**src/hdl/cmacc_pkg.sv**
```systemverilog
// ----------------------------------------------------------------------------
// cmacc_pkg
// Types, constants and saturating adders shared by the colocalization
// moment accumulator.
// ----------------------------------------------------------------------------
package cmacc_pkg;

  localparam int unsigned LOG2_MAX_PIXELS = 24;
  localparam int unsigned PIX_W           = 8;
  localparam int unsigned COUNT_W         = 25;
  localparam int unsigned OUT_TDATA_W     = 312;

  // pixel counter bound, clipped to the counter width
  localparam logic [COUNT_W-1:0] COUNT_LIMIT =
      (LOG2_MAX_PIXELS >= COUNT_W) ? {COUNT_W{1'b1}} :
                                     COUNT_W'(64'd1 << LOG2_MAX_PIXELS);

  localparam logic [PIX_W-1:0] MIN_RESET = '1;

  typedef struct packed {
    logic             last;
    logic             count_en;
    logic [PIX_W-1:0] y;
    logic [PIX_W-1:0] x;
  } pix_t;

  // first member is the top bit, so fields are listed from the high end
  typedef struct packed {
    logic [6:0]         pad;
    logic [PIX_W-1:0]   y_min;
    logic [PIX_W-1:0]   y_max;
    logic [PIX_W-1:0]   x_min;
    logic [PIX_W-1:0]   x_max;
    logic [31:0]        coloc_sum_y;
    logic [31:0]        coloc_sum_x;
    logic [COUNT_W-1:0] pixel_total;
    logic [39:0]        total_yy;
    logic [39:0]        total_xx;
    logic [39:0]        total_xy;
    logic [31:0]        total_y;
    logic [31:0]        total_x;
  } result_t;

  function automatic logic [31:0] sat_add32(input logic [31:0] a, input logic [PIX_W-1:0] b);
    logic [32:0] s;
    s = {1'b0, a} + {25'd0, b};
    return s[32] ? 32'hFFFF_FFFF : s[31:0];
  endfunction

  function automatic logic [39:0] sat_add40(input logic [39:0] a, input logic [15:0] b);
    logic [40:0] s;
    s = {1'b0, a} + {25'd0, b};
    return s[40] ? 40'hFF_FFFF_FFFF : s[39:0];
  endfunction

endpackage

```
**src/hdl/cmacc_in_stage.sv**
```systemverilog
// ----------------------------------------------------------------------------
// cmacc_in_stage
// Input register for one pixel pair; hands the word on, but holds a
// last pixel until the result register is free.
// ----------------------------------------------------------------------------
module cmacc_in_stage
  import cmacc_pkg::*;
(
  input  logic clk_i,
  input  logic rst_ni,
  input  logic in_valid_i,
  input  pix_t in_pix_i,
  output logic in_ready_o,
  input  logic out_free_i,
  output pix_t pix_o,
  output logic advance_o
);

  logic valid_q, valid_d;
  pix_t pix_q, pix_d;
  logic accept;

  assign advance_o  = valid_q & (~pix_q.last | out_free_i);
  assign in_ready_o = ~valid_q | advance_o;
  assign accept     = in_valid_i & in_ready_o;
  assign pix_o      = pix_q;

  always_comb begin
    valid_d = valid_q;
    pix_d   = pix_q;
    if (accept) begin
      valid_d = 1'b1;
      pix_d   = in_pix_i;
    end else if (advance_o) begin
      valid_d = 1'b0;
    end
  end

  always_ff @(posedge clk_i or negedge rst_ni) begin
    if (!rst_ni) begin
      valid_q <= 1'b0;
    end else begin
      valid_q <= valid_d;
    end
  end

  always_ff @(posedge clk_i) begin
    pix_q <= pix_d;
  end

endmodule

```
**src/hdl/cmacc_accum.sv**
```systemverilog
// ----------------------------------------------------------------------------
// cmacc_accum
// Moment accumulators: products, saturating sums, pixel count and
// per-channel extremes, cleared after the last pixel of a frame.
// ----------------------------------------------------------------------------
module cmacc_accum
  import cmacc_pkg::*;
(
  input  logic    clk_i,
  input  logic    rst_ni,
  input  pix_t    pix_i,
  input  logic    advance_i,
  output result_t total_o
);

  result_t acc_q, acc_d, upd, clr;
  logic [15:0] prod_xy, prod_xx, prod_yy;

  assign prod_xy = 16'(pix_i.x) * 16'(pix_i.y);
  assign prod_xx = 16'(pix_i.x) * 16'(pix_i.x);
  assign prod_yy = 16'(pix_i.y) * 16'(pix_i.y);

  always_comb begin
    clr       = '0;
    clr.x_min = MIN_RESET;
    clr.y_min = MIN_RESET;
  end

  always_comb begin
    upd          = acc_q;
    upd.pad      = '0;
    upd.total_x  = sat_add32(acc_q.total_x, pix_i.x);
    upd.total_y  = sat_add32(acc_q.total_y, pix_i.y);
    upd.total_xy = sat_add40(acc_q.total_xy, prod_xy);
    upd.total_xx = sat_add40(acc_q.total_xx, prod_xx);
    upd.total_yy = sat_add40(acc_q.total_yy, prod_yy);
    if (pix_i.count_en && (acc_q.pixel_total < COUNT_LIMIT)) begin
      upd.pixel_total = acc_q.pixel_total + COUNT_W'(1);
    end
    if (pix_i.y != '0) begin
      upd.coloc_sum_x = sat_add32(acc_q.coloc_sum_x, pix_i.x);
    end
    if (pix_i.x != '0) begin
      upd.coloc_sum_y = sat_add32(acc_q.coloc_sum_y, pix_i.y);
    end
    if (pix_i.x > acc_q.x_max) upd.x_max = pix_i.x;
    if (pix_i.x < acc_q.x_min) upd.x_min = pix_i.x;
    if (pix_i.y > acc_q.y_max) upd.y_max = pix_i.y;
    if (pix_i.y < acc_q.y_min) upd.y_min = pix_i.y;
  end

  assign total_o = upd;

  always_comb begin
    acc_d = acc_q;
    if (advance_i) begin
      acc_d = pix_i.last ? clr : upd;
    end
  end

  always_ff @(posedge clk_i or negedge rst_ni) begin
    if (!rst_ni) begin
      acc_q <= clr;
    end else begin
      acc_q <= acc_d;
    end
  end

endmodule

```
**src/hdl/cmacc_out_reg.sv**
```systemverilog
// ----------------------------------------------------------------------------
// cmacc_out_reg
// Result register holding one frame's totals until the sink takes them.
// ----------------------------------------------------------------------------
module cmacc_out_reg
  import cmacc_pkg::*;
(
  input  logic    clk_i,
  input  logic    rst_ni,
  input  logic    load_i,
  input  result_t data_i,
  output logic    free_o,
  output logic    valid_o,
  input  logic    ready_i,
  output result_t data_o
);

  logic    valid_q, valid_d;
  result_t data_q, data_d;

  assign free_o  = ~valid_q | ready_i;
  assign valid_o = valid_q;
  assign data_o  = data_q;

  always_comb begin
    valid_d = valid_q;
    data_d  = data_q;
    if (load_i) begin
      valid_d = 1'b1;
      data_d  = data_i;
    end else if (ready_i) begin
      valid_d = 1'b0;
    end
  end

  always_ff @(posedge clk_i or negedge rst_ni) begin
    if (!rst_ni) begin
      valid_q <= 1'b0;
    end else begin
      valid_q <= valid_d;
    end
  end

  always_ff @(posedge clk_i) begin
    data_q <= data_d;
  end

endmodule

```
**src/hdl/colocalization_moment_accumulator_top.sv**
```systemverilog
// ----------------------------------------------------------------------------
// colocalization_moment_accumulator_top
// Accumulates Pearson and Manders moments of two-channel pixel pairs and
// emits one word of frame totals on the last pixel of each frame.
//
//   channel   dir  payload
//   s_axis    in   tdata = x, y; tlast = frame end
//   m_axis    out  tdata = all frame totals
//   cfg       in   ignore_zero write
//
// one pixel word accepted per cycle except in the stall below; a frame's
// totals pass the input register, then the result register, before
// they are offered; the only stall: a last pixel waits in the input
// register while the previous frame's result is still held by the sink
// reset clears the accumulators, the mins to 255, and ignore_zero to 1
// ----------------------------------------------------------------------------
module colocalization_moment_accumulator_top
  import cmacc_pkg::*;
(
  input  logic                   clk_i,
  input  logic                   rst_ni,
  input  logic                   cfg_wr_en_i,
  input  logic                   cfg_wr_data_i,
  input  logic                   s_axis_tvalid_i,
  output logic                   s_axis_tready_o,
  // first_channel[7:0], second_channel[15:8]
  input  logic [15:0]            s_axis_tdata_i,
  input  logic                   s_axis_tlast_i,
  output logic                   m_axis_tvalid_o,
  input  logic                   m_axis_tready_i,
  // total_x, total_y, total_xy, total_xx, total_yy, pixel_total,
  // coloc_sum_x, coloc_sum_y, x_max, x_min, y_max, y_min, zero pad
  output logic [OUT_TDATA_W-1:0] m_axis_tdata_o
);

  logic    ignore_zero_q;
  pix_t    in_pix, stage_pix;
  logic    advance, out_free, out_load;
  result_t total, out_data;

  always_ff @(posedge clk_i or negedge rst_ni) begin
    if (!rst_ni) begin
      ignore_zero_q <= 1'b1;
    end else if (cfg_wr_en_i) begin
      ignore_zero_q <= cfg_wr_data_i;
    end
  end

  always_comb begin
    in_pix.x        = s_axis_tdata_i[PIX_W-1:0];
    in_pix.y        = s_axis_tdata_i[2*PIX_W-1:PIX_W];
    in_pix.last     = s_axis_tlast_i;
    in_pix.count_en = ~ignore_zero_q | (s_axis_tdata_i != '0);
  end

  cmacc_in_stage u_in_stage (
    .clk_i      (clk_i),
    .rst_ni     (rst_ni),
    .in_valid_i (s_axis_tvalid_i),
    .in_pix_i   (in_pix),
    .in_ready_o (s_axis_tready_o),
    .out_free_i (out_free),
    .pix_o      (stage_pix),
    .advance_o  (advance)
  );

  cmacc_accum u_accum (
    .clk_i     (clk_i),
    .rst_ni    (rst_ni),
    .pix_i     (stage_pix),
    .advance_i (advance),
    .total_o   (total)
  );

  assign out_load = advance & stage_pix.last;

  cmacc_out_reg u_out_reg (
    .clk_i   (clk_i),
    .rst_ni  (rst_ni),
    .load_i  (out_load),
    .data_i  (total),
    .free_o  (out_free),
    .valid_o (m_axis_tvalid_o),
    .ready_i (m_axis_tready_i),
    .data_o  (out_data)
  );

  assign m_axis_tdata_o = out_data;

  a_last_emits: assert property (@(posedge clk_i) disable iff (!rst_ni)
    out_load |=> m_axis_tvalid_o)
    else $error("frame end did not produce a result word");

  a_count_bound: assert property (@(posedge clk_i) disable iff (!rst_ni)
    m_axis_tvalid_o |-> (out_data.pixel_total <= COUNT_LIMIT))
    else $error("pixel count above bound");

  a_extremes: assert property (@(posedge clk_i) disable iff (!rst_ni)
    m_axis_tvalid_o |-> (out_data.x_min <= out_data.x_max) &&
                        (out_data.y_min <= out_data.y_max))
    else $error("min above max in result word");

  a_coloc: assert property (@(posedge clk_i) disable iff (!rst_ni)
    m_axis_tvalid_o |-> (out_data.coloc_sum_x <= out_data.total_x) &&
                        (out_data.coloc_sum_y <= out_data.total_y))
    else $error("colocalized sum above total");

endmodule
```
**config.mk**
```make
export PLATFORM = sky130hd
export DESIGN_NAME = colocalization_moment_accumulator_top
export DESIGN_NICKNAME = d
export VERILOG_FILES = /design/src/hdl/cmacc_pkg.sv /design/src/hdl/cmacc_in_stage.sv /design/src/hdl/cmacc_accum.sv /design/src/hdl/cmacc_out_reg.sv /design/src/hdl/colocalization_moment_accumulator_top.sv
export SDC_FILE = /design/constraint.sdc
export NUM_CORES = 1
export LEC_CHECK = 0
export BUFFER_PORTS_ARGS = -buffer_cell sky130_fd_sc_hd__buf_2
export CORE_ASPECT_RATIO = 1.5
export CORE_MARGIN = 2
export CORE_UTILIZATION = 57
export CTS_CLUSTER_SIZE = 28
export DETAILED_ROUTE_END_ITERATION = 8
export GPL_TIMING_DRIVEN = 0
export PLACE_DENSITY = 0.77
export REMOVE_ABC_BUFFERS = 1
export SYNTH_ARGS = -nofsm -noshare
export SYNTH_HDL_FRONTEND = slang
export SYNTH_SLANG_ARGS = --single-unit
```
**constraint.sdc**
```tcl
create_clock -name clk_i -period 21.4 [get_ports clk_i]
set_clock_uncertainty 0.15 [all_clocks]
set_input_delay 0 -clock clk_i [delete_from_list [all_inputs] [get_ports clk_i]]
set_output_delay 0 -clock clk_i [all_outputs]
set_load 0.02 [all_outputs]
```
; ---- Yosys cells after proc, flatten, opt, wreduce, memory -nomap -nowiden
; Index checks and enable logic that the tools add are counted.
[totals]
regBits = 631
input_bits = 23
elab_cells = 83
output_inout_bits = 314
[op_classes]
n_mux = 19
add_sub_neg = 8
n_reduce_logical = 6
bitwise = 11
n_lt_le_gt_ge = 5
mul = 3
[op_table]
columns = op, n
row1 = 305-bit 2-to-1 mux, 1
row2 = 32-bit 2-to-1 mux, 6
row3 = 32-bit by 8-bit adder with 33-bit output, 4
row4 = 40-bit by 16-bit adder with 41-bit output, 3
row5 = 40-bit 2-to-1 mux, 3
row6 = 8-bit by 8-bit multiplier with 16-bit output, 3
row7 = 8-bit 2-to-1 mux, 4
row8 = "25-bit by 1-bit adder with 25-bit output, second input constant", 1
row9 = "25-bit < comparator, second input constant", 1
row10 = 25-bit 2-to-1 mux, 1
row11 = 8-bit > comparator, 2
row12 = 8-bit < comparator, 2
row13 = 16-bit nonzero test, 1
row14 = 8-bit nonzero test, 2
row15 = 1-bit 2-to-1 mux, 4
row16 = 1-bit inverter, 4
row17 = 1-bit bitwise OR, 4
row18 = 2-bit nonzero test, 2
row19 = 1-bit AND, 3
row20 = 1-bit logical AND, 1

; ---- Logic depth before layout (Yosys ltp)
[depth]
depth_word = 7
depth_mapped = 23
depth_no_buf = 19

; ---- By module
; From an unflattened synthesis, not the netlist that was laid out.
[hier_totals]
cells_unflattened = 3796
area_unflattened_um2 = 38567.0
[modules_own_cells]
columns = module, seq_area_each_um2, n_inst, cells_per_inst, area_per_inst_um2
row1 = cmacc_accum, 7652.3, 1, 3448, 28456.0
row2 = cmacc_out_reg, 9394.0, 1, 315, 9416.5
row3 = cmacc_in_stage, 565.5, 1, 24, 611.8
row4 = colocalization_moment_accumulator_top, 26.3, 1, 9, 82.6

; ---- Least setup slack after synthesis
; OpenSTA, ideal clock, no wires.
[synth_path]
kind = register to register
from = register u_in_stage.pix_q, in the netlist u_in_stage.pix_o[17]
to = register u_accum.acc_q[223] in the netlist's numbering
setup_time_ps = 545
synth_period_minus_slack_ps = 10751
stages_incl_launch_ff = 10
required_time_ps = 20705
arrival_ps = 10056
slack_ps = 10649
path_buffers = 3
path_cell_list = edfxtp_1 clkbuf_1 inv_1 or3_1 and2_1 clkbuf_1 nand2_1 inv_1 clkbuf_1 nor3_1
[synth_via]
elab_chain_cells = 3
elab_cells_between_ends = 4
classes_between = 1 x mux / 3 x bitwise
[synth_lines]
columns = item, line
row1 = start: declaration, cmacc_in_stage.sv:20  ; pix_t pix_q, pix_d;
row2 = start signal: assignment, cmacc_in_stage.sv:48  ; pix_q <= pix_d;
row3 = 1-bit inverter, cmacc_in_stage.sv:23  ; assign advance_o = valid_q & (~pix_q.last | out_free_i);
row4 = 1-bit bitwise OR, cmacc_in_stage.sv:23
row5 = 1-bit AND, cmacc_in_stage.sv:23
row6 = end signal: assignment, cmacc_accum.sv:63  ; acc_q <= clr;
row7 = end: declaration, cmacc_accum.sv:16  ; result_t acc_q, acc_d, upd, clr;
; Several ways; a longest one is shown, not always the timed one.
; A chain may end at the register's enable or synchronous reset.

==> results.toml <==
[outcome]
status = "complete, no violations"

[placement]
place.gp.congestion = 0.8577
hpwlAfterDp_mm = 66.67
io_buffers = 329
dp_worst_setup_slack_ns = 14.00

[cts]
post_cts_buffers = 0
tritoncts = "built"
clockBufferDepth = 3
clk_latency_ns = 0.66
clk_pin_slew_worst_paths_ns = 0.07
numCtsBuffers = 60
root_buffer = "clkbuf_16"
ctsHoldBuffers = 45
clock_sinks = 631
htree_num_levels = 2
ctsResizeCount = 0

[floorplan]
die_w_um = 215.4
core_area_um2 = 66470
dieArea_um2 = 69150
ios = 337
initial_core_util_pct = 57.47
die_y_um = 321.1
rows = 116

[sta]
setup_tns_ns = 0
setup_viol = 0
slew_viol_final = 0
tightest_slew_ns = 1.397
final.setup.worst_slack_ns = 14.03
period_share_pct = 34.44
final_hold_viol_count = 0
period_minus_slack_ns = 7.369
fmax_ghz = 0.1357
holdWs_ns = 0.06463
rsz0062_at_grt = "no"
slew_headroom_pct = 6.867

[detailed_routing]
highest_layer = "met4"
first_iter_violations = 2311
dr.pass1.iters = 6
viasPerCell = 5.937
drc = 0
wl_met2_mm = 49.92
routedWlPerCell_um = 20.05
vias = 29817
final_antenna_net_count = 0
drt-met1-wl_mm = 39.98
drt_wl_total_mm = 100.7
wl_met3_mm = 6.813

[power]
switchingPower_mw = 1.809
switching_share_pct = 38.25
p_leak_nw = 19.97
p_total_mw = 4.731
p_int_mw = 2.921
combPwrFrac_pct = 41.3
p_per_area_nw_per_um2 = 109.2
seq_power_share_pct = 34.8
ir_drop_v = 0.00007515
power.share.clock_pct = 24.0

[cells_and_area]
drive_above_1_share_pct = 12.79
final_core_util_pct = 65.16
n_fill_cell = 5347
syn_to_final_growth_pct = 13.38
final_cell_mix = "nand2_1 (477), inv_1 (358), buf_2 (328)"
nets = 4422
mostFrequentLayoutCell = "nand2_1"

[global_route]
grt_max_degree = 135
grt_pass1_vias = 29344
grt_pass1_wl_mm = 158.3
antenna_found_initial = 2
grtUsageTotal_pct = 28.88
grt-ovfl-total = 0

[synth]
ys_seq_area_share_pct = 45.62
synth_top_area_share_pct = 25.39
synth_cells = 3816
synthArstFlopShare_pct = 48.81
synth.area.top_cells = "edfxtp_1 (25%), dfrtp_1 (19%), fa_1 (6.7%)"
synth.avg_cell_area_um2 = 10.01
synth_cell_type_count = 89
ys_ff_latch = 631
synth_warnings = 0
synth-edff-count = 323
yosysTopAreaCell = "edfxtp_1"
dominantRegCellSynth = "edfxtp_1"
netlist_area_um2 = 38200

[setup_path]
critPathLaunchType = "register"
required_ns = 21.66
worstPathArrival_ns = 7.63
cp_max_fo = 43
worstSetupEndpointType = "register"
critical_path_class = "register to register"

[job]
drv_cap = 0

[hold_path]
holdCritPathClass = "input pin to register"
-- cell type report --
class,count,area [µm²],area share (%)
tap,885,1107,2.556
clock inverter,45,509.2,1.176
multi-input combinational,2632,18620,42.99
inverter,360,1359,3.137
clock buffer,69,1556,3.593
timing repair buffer,398,2730,6.303
sequential,631,17430,40.23
antenna,2,5.005,0.01155
-- power groups by stage --
stage / Clock [mW] / Combinational, mW / Sequential (mW)
2_1_floorplan: 0 / 1.34 / 1.72
3_3_place_gp: 0 / 1.86 / 1.68
3_5_place_dp: 0 / 1.93 / 1.66
4_1_cts: 1.15 / 1.95 / 1.64
5_1_grt: 1.20 / 2.20 / 1.66
6_report: 1.13 / 1.95 / 1.64
-- synth_stat cells, drive strengths merged (10+ instances only) --
cell	instances
nand2	481
inv	360
edfxtp	323
dfrtp	291
o21ai	279
a21oi	190
ha	188
nor2	183
clkbuf	149
fa	128
a22o	117
xnor2	117
nand3	97
and2	96
and3	76
xor2	76
a21o	57
nor3	54
buf	50
a31oi	40
nand4	37
nand2b	33
o21a	33
nor2b	31
o211ai	31
mux2	22
and4	21
o31ai	18
dfstp	17
o2bb2ai	17
nor4	16
o22a	16
a211oi	15
mux2i	14
o311ai	13
or2	12
or3	12
a21boi	10
a311oi	10
-- metrics by stage --
step / cells / area, µm²
2_1_floorplan: 3623 / 37360
3_3_place_gp: 4837 / 40120
3_5_place_dp: 4860 / 40760
4_1_cts: 5019 / 43270
5_1_grt: 5022 / 43320
6_report: 5022 / 43320
-- sequential cells by signal (all words and copies together), names as in the netlist --
name,flops
u_accum.acc_q,305
u_in_stage.valid_q,1
ignore_zero_q,1
u_out_reg.data_o,305
u_in_stage.pix_o,18
u_out_reg.valid_o,1
-- worst paths after layout --
check,start,endpoint,slack [ns],depth (start not counted)
worst max-delay path,u_in_stage.pix_o[9],u_out_reg.data_o[165],14.03,17
max in group asynchronous,rst_ni,u_accum.acc_q[162],19.59,5
min in group asynchronous,rst_ni,u_accum.acc_q[226],0.13,3
worst min register to register,u_accum.acc_q[274],u_accum.acc_q[274],0.35,1
worst min-delay path,s_axis_tdata_i[0],u_in_stage.pix_o[16],0.06,4
worst max register to register,u_in_stage.pix_o[9],u_out_reg.data_o[165],14.03,17
-- critical path, cell delays in order (launching register included) --
cell	delay, ns
edfxtp_1	1.18
inv_1	0.50
nor2_1	0.32
fa_1	0.48
fa_1	0.51
inv_1	0.05
fa_1	0.46
fa_1	0.56
inv_1	0.04
ha_1	0.35
and2_1	0.20
a41o_1	0.24
o21a_1	0.21
o211a_1	0.28
o211ai_2	0.27
or2_2	0.73
o21ai_0	0.30
a21o_1	0.24
-- logic make-up (layout without fill, tap and decap cells) --
family,Yosys count,in the layout,synth area share (%)
buffers and inverters,559,872,5.797
AOI/OAI and AO/OA,912,912,15.61
and+or+nand+nor,1168,1168,14.66
muxes,36,36,1.015
DFF,631,631,45.62
adders and majority gates,316,316,12.86
xor gates and xnor gates,193,193,4.425
other,1,9,0.009816
-- metal layers --
layer / track usage (%) / vias to the layer above
met3: 5.362 / 236
met1: 35.83 / 14651
met2: 49.81 / 1045
met4: 11.71 / 0
met5: 0 / -
li1: - / 13885
(Power assumes the default switching activity.)
